--- config.mk ---
export PLATFORM = sky130hd
export DESIGN_NAME = modbus_rtu_response_checker_core
export DESIGN_NICKNAME = d
export VERILOG_FILES = /design/src/hdl/mrrc_pkg.sv /design/src/hdl/mrrc_in_stage.sv /design/src/hdl/mrrc_frame_check.sv /design/src/hdl/modbus_rtu_response_checker_core.sv
export SDC_FILE = /design/constraint.sdc
export NUM_CORES = 1
export LEC_CHECK = 0
export BUFFER_PORTS_ARGS = -buffer_cell sky130_fd_sc_hd__buf_2
export CAP_MARGIN = 30
export CORE_ASPECT_RATIO = 0.9
export CORE_MARGIN = 2
export CORE_UTILIZATION = 55
export CTS_CLUSTER_DIAMETER = 40
export DETAILED_ROUTE_END_ITERATION = 8
export PLACE_DENSITY = 0.74
export SYNTH_ARGS = -nofsm -noshare
export SYNTH_HDL_FRONTEND = slang
export SYNTH_SLANG_ARGS = --single-unit
export TNS_END_PERCENT = 20
--- constraint.sdc ---
create_clock -name aclk -period 4.2 [get_ports aclk]
set_clock_uncertainty 0.2 [all_clocks]
set_input_delay 0.63 -clock aclk [delete_from_list [all_inputs] [get_ports aclk]]
set_output_delay 0.63 -clock aclk [all_outputs]
set_load 0.01 [all_outputs]
--- src/hdl/mrrc_pkg.sv ---
// ----------------------------------------------------------------------------
// mrrc_pkg: shared types and constants for the Modbus RTU response checker
// Holds the word layouts, register indexes, status codes and the CRC-16
// byte update.
// ----------------------------------------------------------------------------
package mrrc_pkg;

    // Input word: one received byte or a timeout marker
    typedef struct packed {
        logic [7:0] rx_byte;
        logic       rx_timeout;
    } mrrc_in_t;

    // Result word
    typedef struct packed {
        logic [7:0] out_byte;
        logic [7:0] byte_index;
        logic       done_res;
        logic [2:0] status;
        logic [7:0] exception_code;
        logic [7:0] frame_length;
    } mrrc_out_t;

    // Configuration register set
    typedef struct packed {
        logic [7:0]  expected_slave;
        logic [6:0]  expected_function;
        logic [7:0]  expected_length;
        logic [1:0]  check_mode;
        logic [15:0] echo_word_a;
        logic [15:0] echo_word_b;
    } mrrc_cfg_t;

    localparam int CFG_IDX_W  = 3;
    localparam int CFG_DATA_W = 16;

    // Register indexes
    localparam logic [CFG_IDX_W-1:0] REG_EXP_SLAVE  = 3'd0;
    localparam logic [CFG_IDX_W-1:0] REG_EXP_FUNC   = 3'd1;
    localparam logic [CFG_IDX_W-1:0] REG_EXP_LENGTH = 3'd2;
    localparam logic [CFG_IDX_W-1:0] REG_CHECK_MODE = 3'd3;
    localparam logic [CFG_IDX_W-1:0] REG_ECHO_A     = 3'd4;
    localparam logic [CFG_IDX_W-1:0] REG_ECHO_B     = 3'd5;

    // Check modes
    localparam logic [1:0] MODE_NONE      = 2'd0;
    localparam logic [1:0] MODE_BYTECOUNT = 2'd1;
    localparam logic [1:0] MODE_ECHO      = 2'd2;

    // Status codes
    localparam logic [2:0] ST_OK        = 3'd0;
    localparam logic [2:0] ST_CRC       = 3'd1;
    localparam logic [2:0] ST_SLAVE     = 3'd2;
    localparam logic [2:0] ST_EXCEPTION = 3'd3;
    localparam logic [2:0] ST_FUNCTION  = 3'd4;
    localparam logic [2:0] ST_SHORT     = 3'd5;
    localparam logic [2:0] ST_BYTECOUNT = 3'd6;
    localparam logic [2:0] ST_ECHO      = 3'd7;

    localparam logic [15:0] CRC_SEED  = 16'hFFFF;
    localparam logic [15:0] CRC_POLY  = 16'hA001;
    localparam logic [7:0]  MIN_FRAME = 8'd5;

    // Reset values of the registers
    localparam logic [7:0] RST_EXP_SLAVE  = 8'd1;
    localparam logic [6:0] RST_EXP_FUNC   = 7'd3;
    localparam logic [7:0] RST_EXP_LENGTH = 8'd8;

    // One byte through the reflected CRC-16, LSB first
    function automatic logic [15:0] crc16_feed(input logic [15:0] c_in,
                                               input logic [7:0]  b);
        logic [15:0] c;
        c = c_in ^ {8'h00, b};
        for (int k = 0; k < 8; k++) begin
            if (c[0]) begin
                c = (c >> 1) ^ CRC_POLY;
            end else begin
                c = c >> 1;
            end
        end
        return c;
    endfunction

endpackage

--- src/hdl/mrrc_in_stage.sv ---
// ----------------------------------------------------------------------------
// mrrc_in_stage: input register
// Captures one input word and holds it until the checker takes it.
// ----------------------------------------------------------------------------
module mrrc_in_stage (
    input  logic              aclk,
    input  logic              aresetn,
    input  logic              s_valid,
    output logic              s_ready,
    input  mrrc_pkg::mrrc_in_t s_data,
    input  logic              take,
    output logic              q_valid,
    output mrrc_pkg::mrrc_in_t q_data
);
    import mrrc_pkg::*;

    logic     valid_reg, valid_next;
    mrrc_in_t data_reg;

    // Free when empty or when the held word leaves this cycle
    assign s_ready    = !valid_reg || take;
    assign valid_next = s_ready ? s_valid : valid_reg;

    always_ff @(posedge aclk) begin
        if (!aresetn) begin
            valid_reg <= 1'b0;
        end else begin
            valid_reg <= valid_next;
        end
    end

    always_ff @(posedge aclk) begin
        if (s_ready && s_valid) begin
            data_reg <= s_data;
        end
    end

    assign q_valid = valid_reg;
    assign q_data  = data_reg;

endmodule

--- src/hdl/mrrc_frame_check.sv ---
// ----------------------------------------------------------------------------
// mrrc_frame_check: frame state and per-byte checking
// Keeps the running CRC, byte count and captured header bytes, and builds
// the result word for each byte or timeout.
// ----------------------------------------------------------------------------
module mrrc_frame_check (
    input  logic                aclk,
    input  logic                aresetn,
    input  logic                step,
    input  mrrc_pkg::mrrc_in_t  in_data,
    input  mrrc_pkg::mrrc_cfg_t cfg,
    output logic                res_valid,
    output mrrc_pkg::mrrc_out_t res_data
);
    import mrrc_pkg::*;

    logic [15:0] crc_reg, crc_next;
    logic [7:0]  count_reg, count_next;
    logic [7:0]  slave_reg, slave_next;
    logic [7:0]  func_reg, func_next;
    logic [7:0]  third_reg, third_next;
    logic        echo_bad_reg, echo_bad_next;

    logic [15:0] crc_upd;
    logic [8:0]  len;
    logic [7:0]  eff_len;
    logic [7:0]  echo_exp;
    logic        echo_slot;
    logic        is_exc;
    logic        closing;
    logic [2:0]  st;
    logic        in_frame;

    // Per-byte datapath
    always_comb begin
        crc_upd   = crc16_feed(crc_reg, in_data.rx_byte);
        len       = {1'b0, count_reg} + 9'd1;
        eff_len   = (cfg.expected_length < MIN_FRAME) ? MIN_FRAME : cfg.expected_length;
        echo_slot = (count_reg >= 8'd2) && (count_reg <= 8'd5);
        unique case (count_reg[1:0])
            2'd2:    echo_exp = cfg.echo_word_a[15:8];
            2'd3:    echo_exp = cfg.echo_word_a[7:0];
            2'd0:    echo_exp = cfg.echo_word_b[15:8];
            default: echo_exp = cfg.echo_word_b[7:0];
        endcase
        slave_next    = (count_reg == 8'd0) ? in_data.rx_byte : slave_reg;
        func_next     = (count_reg == 8'd1) ? in_data.rx_byte : func_reg;
        third_next    = (count_reg == 8'd2) ? in_data.rx_byte : third_reg;
        echo_bad_next = echo_bad_reg || (echo_slot && (in_data.rx_byte != echo_exp));
        is_exc  = (len >= 9'd2) && (func_next == {1'b1, cfg.expected_function});
        closing = (is_exc && (len >= {1'b0, MIN_FRAME})) || (len >= {1'b0, eff_len});
        in_frame = (count_reg != 8'd0);
    end

    // Closing status, in priority order
    always_comb begin
        priority if (crc_upd != 16'h0000) begin
            st = ST_CRC;
        end else if (slave_next != cfg.expected_slave) begin
            st = ST_SLAVE;
        end else if (is_exc) begin
            st = ST_EXCEPTION;
        end else if (func_next != {1'b0, cfg.expected_function}) begin
            st = ST_FUNCTION;
        end else if ((cfg.check_mode == MODE_BYTECOUNT)
                     && (third_next != (eff_len - MIN_FRAME))) begin
            st = ST_BYTECOUNT;
        end else if ((cfg.check_mode == MODE_ECHO) && echo_bad_next) begin
            st = ST_ECHO;
        end else begin
            st = ST_OK;
        end
    end

    // Result word and next state
    always_comb begin
        crc_next = crc_reg;
        count_next = count_reg;
        res_valid = 1'b0;
        res_data = '0;
        if (in_data.rx_timeout) begin
            // timeout closes a frame in progress as short
            res_valid = in_frame;
            res_data.done_res = 1'b1;
            res_data.status = ST_SHORT;
            res_data.frame_length = count_reg;
            crc_next = CRC_SEED;
            count_next = 8'd0;
        end else begin
            res_valid = 1'b1;
            res_data.out_byte = in_data.rx_byte;
            res_data.byte_index = count_reg;
            if (closing) begin
                res_data.done_res = 1'b1;
                res_data.status = st;
                res_data.exception_code = (st == ST_EXCEPTION) ? third_next : 8'd0;
                res_data.frame_length = len[7:0];
                crc_next = CRC_SEED;
                count_next = 8'd0;
            end else begin
                crc_next = crc_upd;
                count_next = len[7:0];
            end
        end
    end

    // Frame state registers
    always_ff @(posedge aclk) begin
        if (!aresetn) begin
            crc_reg      <= CRC_SEED;
            count_reg    <= 8'd0;
            slave_reg    <= 8'd0;
            func_reg     <= 8'd0;
            third_reg    <= 8'd0;
            echo_bad_reg <= 1'b0;
        end else if (step) begin
            crc_reg   <= crc_next;
            count_reg <= count_next;
            if (count_next == 8'd0) begin
                slave_reg    <= 8'd0;
                func_reg     <= 8'd0;
                third_reg    <= 8'd0;
                echo_bad_reg <= 1'b0;
            end else begin
                slave_reg    <= slave_next;
                func_reg     <= func_next;
                third_reg    <= third_next;
                echo_bad_reg <= echo_bad_next;
            end
        end
    end

endmodule

--- src/hdl/modbus_rtu_response_checker_core.sv ---
// ----------------------------------------------------------------------------
// Path: an accepted word goes via the input register to the result register.
// Throughput: one word per cycle while m_ready is high; the CRC byte update
//   is an unrolled eight-step shift between the input and result registers.
// Reset (aresetn low, synchronous): both pipeline registers empty, frame
//   state cleared (CRC seed 0xFFFF), registers back to their defaults.
// ----------------------------------------------------------------------------
// modbus_rtu_response_checker_core: top level
// Checks Modbus RTU responses byte by byte: CRC, slave, function, exception
// and body checks, echoing each byte with its index.
// ----------------------------------------------------------------------------
module modbus_rtu_response_checker_core (
    input  logic                                 aclk,
    input  logic                                 aresetn,
    input  logic                                 s_valid,
    output logic                                 s_ready,
    input  mrrc_pkg::mrrc_in_t                   s_data,
    output logic                                 m_valid,
    input  logic                                 m_ready,
    output mrrc_pkg::mrrc_out_t                  m_data,
    input  logic                                 cfg_wr_en,
    input  logic [mrrc_pkg::CFG_IDX_W-1:0]       cfg_index,
    input  logic [mrrc_pkg::CFG_DATA_W-1:0]      cfg_wr_data
);
    import mrrc_pkg::*;

    mrrc_cfg_t  cfg_reg;
    logic       q_valid;
    mrrc_in_t   q_data;
    logic       take;
    logic       res_valid;
    mrrc_out_t  res_data;
    logic       m_valid_reg, m_valid_next;
    mrrc_out_t  m_data_reg;

    // Configuration registers
    always_ff @(posedge aclk) begin
        if (!aresetn) begin
            cfg_reg.expected_slave    <= RST_EXP_SLAVE;
            cfg_reg.expected_function <= RST_EXP_FUNC;
            cfg_reg.expected_length   <= RST_EXP_LENGTH;
            cfg_reg.check_mode        <= MODE_NONE;
            cfg_reg.echo_word_a       <= 16'd0;
            cfg_reg.echo_word_b       <= 16'd0;
        end else if (cfg_wr_en) begin
            unique case (cfg_index)
                REG_EXP_SLAVE:  cfg_reg.expected_slave    <= cfg_wr_data[7:0];
                REG_EXP_FUNC:   cfg_reg.expected_function <= cfg_wr_data[6:0];
                REG_EXP_LENGTH: cfg_reg.expected_length   <= cfg_wr_data[7:0];
                REG_CHECK_MODE: cfg_reg.check_mode        <= cfg_wr_data[1:0];
                REG_ECHO_A:     cfg_reg.echo_word_a       <= cfg_wr_data;
                REG_ECHO_B:     cfg_reg.echo_word_b       <= cfg_wr_data;
                default: ;
            endcase
        end
    end

    // Held word moves on when the result register has room
    assign take = q_valid && (!m_valid_reg || m_ready);

    mrrc_in_stage u_in_stage (
        .aclk    (aclk),
        .aresetn (aresetn),
        .s_valid (s_valid),
        .s_ready (s_ready),
        .s_data  (s_data),
        .take    (take),
        .q_valid (q_valid),
        .q_data  (q_data)
    );

    mrrc_frame_check u_frame_check (
        .aclk      (aclk),
        .aresetn   (aresetn),
        .step      (take),
        .in_data   (q_data),
        .cfg       (cfg_reg),
        .res_valid (res_valid),
        .res_data  (res_data)
    );

    // Result register
    always_comb begin
        if (take && res_valid) begin
            m_valid_next = 1'b1;
        end else if (m_ready) begin
            m_valid_next = 1'b0;
        end else begin
            m_valid_next = m_valid_reg;
        end
    end

    always_ff @(posedge aclk) begin
        if (!aresetn) begin
            m_valid_reg <= 1'b0;
        end else begin
            m_valid_reg <= m_valid_next;
        end
    end

    always_ff @(posedge aclk) begin
        if (take && res_valid) begin
            m_data_reg <= res_data;
        end
    end

    assign m_valid = m_valid_reg;
    assign m_data  = m_data_reg;

endmodule
**After elaboration in Yosys (flattened, before gate mapping)**

Cells that the tools add are included.

- Flip-flop bits (word level): 153
- Latch bits: 0
- RAM bits: 0
- ROM bits: 0
- Input bits: 33
- Output and inout bits: 38
- Logic and storage cells: 122
- Memories kept: 0

- Add/sub/neg operators: 2
- Multipliers: 0
- Div/mod/pow operators: 0
- Order comparisons: 6
- Eq/ne operators: 17
- Shift operators: 0
- Mux-type cells: 33
- Bitwise logic cells: 11
- Reduce and logical (&&, ||, !) cells: 30

Operators by type and width:

| kind | count |
|---|---|
| $mux 16 | 10 |
| $mux 8 | 11 |
| $ne 8x8->1 | 3 |
| $not 2->3 | 8 |
| $pmux 8 s3 | 1 |
| $mux 20 | 1 |
| $mux 3 | 6 |
| $logic_not 8->1 | 2 |
| $reduce_bool 16->1 | 1 |
| $xor 16x8->16 | 1 |
| $reduce_and 2->1 | 6 |
| $add 8x1->9 const B | 1 |
| $eq 3x2->1 const B | 3 |
| $ge 9x2->1 const B | 1 |
| $ge 9x3->1 const B | 1 |
| $ge 9x8->1 | 1 |
| $logic_and 1x1->1 | 9 |
| $eq 8x1->1 const B | 1 |
| $eq 8x2->1 const B | 1 |
| $eq 8x8->1 | 1 |
| $ge 8x2->1 const B | 1 |
| $le 8x3->1 const B | 1 |
| $lt 8x3->1 const B | 1 |
| $ne 8x7->1 | 1 |
| 15 further kinds | 26 |

**Logic depth before layout (Yosys ltp)**

Gate-level depths: netlist of the first run.

- Word-level depth: 23
- Depth in mapped cells: 15
- Gate-level depth less buffers: 12

**Hierarchy**

A second synthesis of the first run with hierarchy kept.

- Cell total of the unflattened synthesis: 860
- Area total of the unflattened synthesis: 8192.9 um2

By module, submodules not included:

| module | times used | cells each | area an instance (um2) | seq. area each (um2) |
|---|---|---|---|---|
| mrrc_frame_check | 1 | 592 | 4566.9 | 980.9 |
| modbus_rtu_response_checker_core | 1 | 254 | 3298.2 | 2242.2 |
| mrrc_in_stage | 1 | 14 | 327.8 | 290.3 |

**Worst setup path before layout of the first run**

OpenSTA, ideal clock, no wires.

- Path kind: reg-to-reg
- Start: register u_frame_check.count_reg[0]
- End: register m_data_reg, in the netlist m_data[0] (enable)
- Library setup time: 453 ps
- Data arrival time: 3090 ps
- Required time: 3547 ps
- Slack: 457 ps
- Stages on the path, launching flop included: 6
- Buffers on the path: 1
- Clock period less this slack: 3743 ps
- Cells stage by stage: dfxtp_1 inv_1 ha_1 clkbuf_1 nor4b_1 a31oi_1

- Longest elaborated chain between the ends: 3

RTL lines:

| element | RTL line | source |
|---|---|---|
| start: declaration | mrrc_frame_check.sv:18 | `logic [7:0] count_reg, count_next;` |
| start signal: assignment | mrrc_frame_check.sv:118 | `count_reg <= count_next;` |
| $reduce_bool 8->1 | mrrc_frame_check.sv:52 | `in_frame = (count_reg != 8'd0);` |
| $mux 1 | mrrc_frame_check.sv:81 | `if (in_data.rx_timeout) begin` |
| $logic_and 1x1->1 | modbus_rtu_response_checker_core.sv:102 | `if (take && res_valid) begin` |
| end signal: assignment | modbus_rtu_response_checker_core.sv:103 | `m_data_reg <= res_data;` |
| end: declaration | modbus_rtu_response_checker_core.sv:34 | `mrrc_out_t m_data_reg;` |

No other way between the ends.
A chain may end at the register's enable or synchronous reset.

**Worst setup path in the final report of the first run**

- Start: register u_frame_check.count_reg[0]
- End: register m_data_reg, in the netlist m_data[8], data pin

- Longest elaborated chain between the ends: 15
- Elaborated cells between the ends (all ways): 39
- Classes of those cells: add/sub: 1; order compare: 5; eq/ne: 10; mux: 10; bitwise: 2; reduce/logical: 11

RTL lines:

| element |
|---|
| branches (longest 15 deep; another with $add 8x1->9) |

Several ways; the timed one is not identified.

==> results.tsv, run 1 <==
metric	value	unit
mappedNetlistArea	8080	um2
critical_path.cell_chain	inv_1 -> ha_1 -> or4b_1 -> o21ai_1 -> a21oi_1 -> a2111oi_2 -> nand4b_1 -> nor2_2 -> nand4b_4 -> a21oi_1	
total_nets_after_synthesis	972	
power.switching_fraction	24.6	%
cts-buffers-inserted	17	
power_frac_clock	43.5	%
timing.slew.headroom	39.6	%
crit_start	u_frame_check.count_reg[0]	
top_level_pins	71	
synth_ff_type	sky130_fd_sc_hd__dfxtp_1	
layout-area-overhead-vs-synth	13.5	%
global_route_wire_length_before_repair	32.9	mm
max_ffs_per_register	57	
fp.dieArea	15700	um2
proportion_of_synthesized_chip_area_in_sequential_cells	43.5	%
critical-path-top-delay-family	simple AND/OR/NAND/NOR gates	
core-area	14600	um2
top_cells_by_area_synth	sky130_fd_sc_hd__dfxtp_1, sky130_fd_sc_hd__edfxtp_1, sky130_fd_sc_hd__nand2_1	
final_min_period_over_clock_period	95.5	%
holdBufCountCts	0	
crit_path_max_incr_delay	0.67	ns
ff_latch_area	3510	um2
fp-row-count	42	
post_route_cells_drive_above_1_share	15.3	%
cts_resized	0	
yosysWarnings	0	
setup_viol	0	
largest_family_of_logic_cells_by_synthesized_area	simple AND/OR/NAND/NOR gates	
insertion_delay	0.43	ns
cellLeakagePower	0.00327	uW
power.share.combinational	9.9	%
grt_pass1_vias	6184	
fillCellCount	1292	
critPathKind	reg -> reg	
drt-initial-drc-count	846	
place_congestion	0.966	
dp.final_hpwl	14.7	mm
hp-start	s_data[6]	
worst_path_max_delay_cell	sky130_fd_sc_hd__or4b_1	
worst-slew-pin-transition	0.907	ns
cts.reportedPaths.clkPinSlew	0.06	ns
groute.usage.overall	26.6	%
worst_r2r_path_depth	10	
cts_setup_buffers	0	
yosysUniqueCellTypes	69	
synth_enable_flop_cells	45	
area_of_the_multi_input_gates	4150	um2
rsz0062_at_grt	no	
die_x	132	um
power_density	373	nW/um2
crit_arrival	4.07	ns
min_path_cells	1	
max_freq	249	MHz
grt_max_degree	68	
detailedRoute.firstPassIterationCount	8	
async_reset_ff_share	0	%
yosys.area_share.xor_xnor	5.20	%
die_outline_height	119	um
timing.final.max_slew_violations	0	
cts_buffer_depth	2	
post_drt_wl_per_cell	17.7	um
end_kind	flop	
worstSetupStartpointType	flop	
timing.final.crit_period	4.01	ns
crit_path_buffers_inverters	1	
result_of_the_run	finished clean	
post_synth_and_or_nand_nor_area_fraction	23.1	%
switching_power	842	uW
synth_compound_area_share	17.8	%
synth.avg_cell_area	8.75	um2
final_hold_vio_count	0	
worstPathMaxFanout	11	
initial_antenna_violation_count	0	
buffer_ports.inserted	70	
ys_ff_latch	153	
initial_core_util	55.5	%
setup_tns	0	ns
internal_power	2580	uW
wl	20.9	mm
grt_remaining_overflow	0	
critical_r2r_launch	u_frame_check.count_reg[0]	
tritoncts_clock_tree	yes	
cp_data_required_time	4.26	ns
h-tree-depth	4	
final_cell_mix	sky130_fd_sc_hd__nand2_1, sky130_fd_sc_hd__dfxtp_1, sky130_fd_sc_hd__buf_2, sky130_fd_sc_hd__a21boi_0, sky130_fd_sc_hd__nor2_1	
timing.critical_path.mode_cell	sky130_fd_sc_hd__a21oi_1	
hold_ws	0.173	ns
avgViaCountPerCell	5.99	
synth_fa_ha_area_share	2.48	%
final_common_cell	sky130_fd_sc_hd__nand2_1	
seq_power_share	46.6	%
drc	0	
max_cap_viols	0	
ant_nets	0	
min-delay-path-class	in -> reg	
synth_top_cell_area_share	26.8	%
path_depth	10	
yosysTopAreaCell	sky130_fd_sc_hd__dfxtp_1	
number_of_inserted_diodes	0	
portion_of_netlist_area_occupied_by_mux_cells	2.37	%
netlist_instances	923	
cts.root.buffer_cell	sky130_fd_sc_hd__clkbuf_16	
finish.net_count	1018	
irDropWorstVdd	0.284	mV
cts.sink_count	153	
routed-via-count	7066	
## power by group through the flow
| stage | logic, uW | registers, uW | clock network [uW] |
|---|---|---|---|
| finish | 340 | 1590 | 1490 |
| floorplan | 228 | 1620 | 0 |
| global route | 371 | 1600 | 1570 |
| global placement | 332 | 1620 | 0 |
| detailed placement | 333 | 1620 | 0 |
| CTS | 335 | 1590 | 1500 |
## through the flow
| step | total power, uW | worst slack (ns) | area [um2] | instances | util [%] |
|---|---|---|---|---|---|
| final | 3420 | 0.190 | 9170 | 1180 | 63.0 |
| after global routing | 3530 | 0.0502 | 9170 | 1180 | 63.0 |
| after CTS | 3420 | 0.167 | 9160 | 1180 | 62.9 |
| after detailed placement | 1960 | 0.217 | 8590 | 1148 | 59.0 |
| after global placement | 1950 | 0.125 | 8590 | 1148 | 59.0 |
| after floorplan | 1850 | 0.457 | 8080 | 923 | - |
## synthesized netlist by cell type, types with 3 or more instances
| cell | instances |
|---|---|
| sky130_fd_sc_hd__nand2_1 | 154 |
| sky130_fd_sc_hd__dfxtp_1 | 108 |
| sky130_fd_sc_hd__clkbuf_1 | 52 |
| sky130_fd_sc_hd__a21boi_0 | 50 |
| sky130_fd_sc_hd__nor2_1 | 48 |
| sky130_fd_sc_hd__edfxtp_1 | 45 |
| sky130_fd_sc_hd__nand3_1 | 42 |
| sky130_fd_sc_hd__inv_1 | 37 |
| sky130_fd_sc_hd__o21ai_0 | 37 |
| sky130_fd_sc_hd__nand4_1 | 29 |
| sky130_fd_sc_hd__o211ai_1 | 28 |
| sky130_fd_sc_hd__xnor2_1 | 26 |
| sky130_fd_sc_hd__a21oi_1 | 24 |
| sky130_fd_sc_hd__nor2b_1 | 22 |
| sky130_fd_sc_hd__xor2_1 | 22 |
| sky130_fd_sc_hd__nor4_1 | 21 |
| sky130_fd_sc_hd__mux2i_1 | 18 |
| sky130_fd_sc_hd__ha_1 | 16 |
| sky130_fd_sc_hd__nor3_1 | 12 |
| sky130_fd_sc_hd__buf_2 | 11 |
| sky130_fd_sc_hd__a222oi_1 | 9 |
| sky130_fd_sc_hd__o22ai_1 | 9 |
| sky130_fd_sc_hd__nand2b_1 | 7 |
| sky130_fd_sc_hd__a31oi_1 | 6 |
| sky130_fd_sc_hd__and2_1 | 6 |
| sky130_fd_sc_hd__nand4b_1 | 6 |
| sky130_fd_sc_hd__o21ai_1 | 6 |
| sky130_fd_sc_hd__a21o_1 | 5 |
| sky130_fd_sc_hd__and3_1 | 4 |
| sky130_fd_sc_hd__a211oi_1 | 3 |
| sky130_fd_sc_hd__a221oi_1 | 3 |
| sky130_fd_sc_hd__buf_4 | 3 |
| sky130_fd_sc_hd__buf_6 | 3 |
| sky130_fd_sc_hd__o31ai_1 | 3 |
| sky130_fd_sc_hd__or3_1 | 3 |
| sky130_fd_sc_hd__or4_1 | 3 |
## layer usage
| metal | up-vias | GRT usage [%] | share of wire (%) | wire length [um] |
|---|---|---|---|---|
| li1 | 3400 | - | - | - |
| met1 | 3300 | 36.8 | 45 | 9460 |
| met2 | 313 | 40.3 | 43 | 9070 |
| met3 | 53 | 5.79 | 7.7 | 1610 |
| met4 | 0 | 11.8 | 3.5 | 731 |
| met5 | - | 0 | 0 | 0 |
## path summary, 6_finish.rpt
kind | to | slack, ns
max | m_data[8] | 0.19
min | u_in_stage.q_data[6] | 0.17
max reg2reg | m_data[8] | 0.19
min reg2reg | cfg_reg[5] | 0.26
## cell families after synthesis
group | after synthesis
simple gates | 374
buf+inv | 107
fa+ha+maj | 16
flops | 153
compound gates | 206
xor+xnor | 48
mux | 19
## layout make-up
class                   instances  share of cell area [%]
clock inverters                11                    1.31
repair buffers                 97                    6.03
clock buffers                  21                    4.91
flip-flops and latches        153                    38.3
well taps                     198                    2.70
multi-input cells             663                    45.2
inverters                      37                    1.51
Power figures use the tool's default switching activity.
==> inputs of run 2 (changes only) <==
Settings changed: ABC_AREA set to 1, CORE_MARGIN 2 to not set, PLACE_DENSITY 0.74 to 0.75.
==> results.tsv, run 2 <==
metric	value	unit	change
result_of_the_run	finished clean		
synth_top_cell_area_share	27.5	%	+0.75 points
worstSetupStartpointType	flop		
ant_nets	0		unchanged
die_x	128	um	-2.9%
timing.critical_path.mode_cell	sky130_fd_sc_hd__nand2_1		
mappedNetlistArea	7860	um2	-2.7%
yosysWarnings	0		unchanged
global_route_wire_length_before_repair	32.5	mm	-1.5%
max_freq	275	MHz	+10%
total_power	3830	uW	+12%
timing.final.crit_period	3.64	ns	-0.369 ns
power_density	428	nW/um2	+15%
critPathKind	reg -> reg		
final_cell_mix	sky130_fd_sc_hd__nand2_1, sky130_fd_sc_hd__nor2_1, sky130_fd_sc_hd__dfxtp_1, sky130_fd_sc_hd__o21ai_0, sky130_fd_sc_hd__inv_1		
total_nets_after_synthesis	1095		+13%
r2r-end	u_frame_check.func_reg[3]		
max_cap_viols	0		unchanged
critical-path-top-delay-family	simple AND/OR/NAND/NOR gates		
end_kind	flop		
detailedRoute.firstPassIterationCount	5		-3
ys_ff_latch	153		unchanged
wl	20.0	mm	-4.3%
yosysUniqueCellTypes	37		-46%
setup_tns	0	ns	unchanged
async_reset_ff_share	0	%	unchanged
final_core_util	63.9	%	+0.94 points
cp_data_required_time	4.35	ns	+0.09 ns
grt_max_degree	51		-25%
detailed_place.area	8340	um2	-2.9%
post_route_cells_drive_above_1_share	15.1	%	-0.15 points
drt-initial-drc-count	718		-15%
timing.slew.headroom	36.2	%	-3.4 points
setup_viol	0		unchanged
irDropWorstVdd	0.326	mV	+14%
die_outline_height	115	um	-3.0%
min_path_cells	1		unchanged
initial_core_util	56.1	%	+0.61 points
top_cells_by_area_synth	sky130_fd_sc_hd__dfxtp_1, sky130_fd_sc_hd__edfxtp_1, sky130_fd_sc_hd__nand2_1		
finish.net_count	1153		+13%
dominant_cell_by_count_in_the_synthesized_netlist	sky130_fd_sc_hd__nand2_1		
cts.root.buffer_cell	sky130_fd_sc_hd__clkbuf_16		
crit_path_buffers_inverters	1		unchanged
insertion_delay	0.43	ns	about the same
cellLeakagePower	0.00371	uW	+13%
worst_path_max_delay_cell	sky130_fd_sc_hd__ha_1		
final_hold_vio_count	0		unchanged
fp-row-count	41		-2.4%
crit_path_max_incr_delay	0.52	ns	-0.15 ns
synth.top_cells.by_count	sky130_fd_sc_hd__nand2_1, sky130_fd_sc_hd__nor2_1, sky130_fd_sc_hd__dfxtp_1		
initial_antenna_violation_count	0		unchanged
worstPathMaxFanout	24		+13
layout.cells.non_filler	1310		+11%
post_drt_wl_per_cell	15.2	um	-14%
dp.final_hpwl	14.1	mm	-3.9%
top_level_pins	71		unchanged
worst_r2r_path_depth	16		+6
avgViaCountPerCell	5.42		-9.6%
hp-start	s_data[6]		
cts-buffers-inserted	17		unchanged
yosysTopAreaCell	sky130_fd_sc_hd__dfxtp_1		
worst-slew-pin-transition	0.956	ns	+0.0493 ns
crit_arrival	3.79	ns	-0.28 ns
max_ffs_per_register	57		unchanged
layout-area-overhead-vs-synth	13.9	%	
grt_remaining_overflow	0		unchanged
critical_path.cell_chain	ha_1 -> nand3_2 -> nor2_1 -> nand2_1 -> nand2_1 -> inv_1 -> ha_1 -> a21oi_1 -> nand2_1 -> nand2_1 -> nand3b_1 -> nor2_4 -> o41ai_2 -> nand2_4 -> nand2_1 -> a21oi_1		
buffer_ports.inserted	70		unchanged
groute.usage.overall	28.7	%	+2.0 points
fp.dieArea	14800	um2	-5.8%
drc	0		unchanged
timing.final.max_slew_violations	0		unchanged
synth_enable_flop_cells	45		unchanged
routed-via-count	7094		+0.40%
place_congestion	0.895		-7.4%
cts_setup_buffers	0		unchanged
cts_resized	0		unchanged
min-delay-path-class	in -> reg		
core-area	14000	um2	-3.8%
tritoncts_clock_tree	yes		
design_area	8950	um2	-2.4%
dpl.cell_count	1278		+11%
synth_ff_type	sky130_fd_sc_hd__dfxtp_1		
netlist_instances	1046		+13%
critical_r2r_launch	u_frame_check.count_reg[0]		
final_common_cell	sky130_fd_sc_hd__nand2_1		
final_min_period_over_clock_period	86.7	%	-8.8 points
synth.avg_cell_area	7.51	um2	-14%
fillCellCount	1278		-1.1%
cts.sink_count	153		unchanged
rsz0062_at_grt	no		
cts.reportedPaths.clkPinSlew	0.06	ns	about the same
hold-path-endpoint	u_in_stage.q_data[6]		
cts_buffer_depth	2		unchanged
h-tree-depth	4		unchanged
grt_pass1_vias	6394		+3.4%
holdBufCountCts	0		unchanged
number_of_inserted_diodes	0		unchanged
proportion_of_synthesized_chip_area_in_sequential_cells	44.7	%	+1.2 points
ff2ff_setup_slack	0.56	ns	+0.37 ns
-- run 2: cell types whose count changed after synthesis, sizes merged, moves of 16 or more --
| cell | delta |
|---|---|
| a21boi | -51 |
| a21oi | +58 |
| clkbuf | -21 |
| inv | +47 |
| mux2i | -18 |
| nand2 | +103 |
| nand3 | +16 |
| nand4 | -22 |
| nor2 | +113 |
| nor2b | -22 |
| nor4 | -18 |
| o21ai | +58 |
-- run 2: cells by family after synthesis --
group                    after synthesis  share of synthesized area, %
XOR/XNOR                              31                          3.46
AO/OA/AOI/OAI                        212                          15.1
adder cells (fa/ha/maj)               16                          2.55
AND/OR/NAND/NOR                      503                          27.2
buffers and inverters                131                          6.94
flip-flops                           153                          44.7
-- run 2: per-stage QoR --
stage	setup WS [ns]	hold WS, ns
floorplan	0.443	0.229
CTS	0.600	0.168
global placement	0.785	0.239
detailed placement	0.636	0.247
finish	0.559	0.176
global route	0.168	0.163
-- run 2: routing by layer --
metal / global-route usage (%) / wire length (um) / part of all wire (%) / vias to the layer above
met5: 0 / 0 / 0 / -
met4: 10.5 / 525 / 2.6 / 0
met1: 38.3 / 9140 / 46 / 3260
met2: 45.4 / 9030 / 45 / 235
met3: 6.79 / 1270 / 6.4 / 51
li1: - / - / - / 3548
-- run 2: final cells by class --
cell class | count | area [um2] | area share (%)
Sequential cell | 153 | 3510 | 39.2
Clock buffer | 22 | 497 | 5.55
Multi-Input combinational cell | 762 | 3810 | 42.6
Clock inverter | 10 | 114 | 1.27
Tap cell | 193 | 241 | 2.70
Timing Repair Buffer | 83 | 448 | 5.00
Inverter | 87 | 327 | 3.65
-- run 2: worst register-to-register path: cells and delay by family (launching register included) --
family / cells / cell delay [ns]
flip-flops: 1 / 0.47
AND/OR/NAND/NOR: 10 / 1.50
buffers and inverters: 1 / 0.08
adder cells (fa/ha/maj): 2 / 0.83
AO/OA/AOI/OAI: 3 / 0.49
-- run 2: power by group --
| group | total, uW | leakage, uW | internal [uW] | switching [uW] |
|---|---|---|---|---|
| combinational | 623 | 0.00212 | 205 | 418 |
| sequential | 1650 | 0.00130 | 1600 | 49.9 |
| clock | 1570 | 0.000292 | 959 | 607 |
-- run 2: worst max path at each step --
stage / start / to / depth (start not counted)
floorplan: u_frame_check.count_reg[0] / m_data[0] / 7
global placement: u_frame_check.count_reg[0] / u_frame_check.crc_reg[14] / 15
detailed placement: u_frame_check.count_reg[0] / u_frame_check.crc_reg[14] / 16
CTS: u_frame_check.count_reg[0] / u_frame_check.func_reg[3] / 17
global route: u_frame_check.count_reg[0] / u_frame_check.func_reg[3] / 16
finish: u_frame_check.count_reg[0] / u_frame_check.func_reg[3] / 16
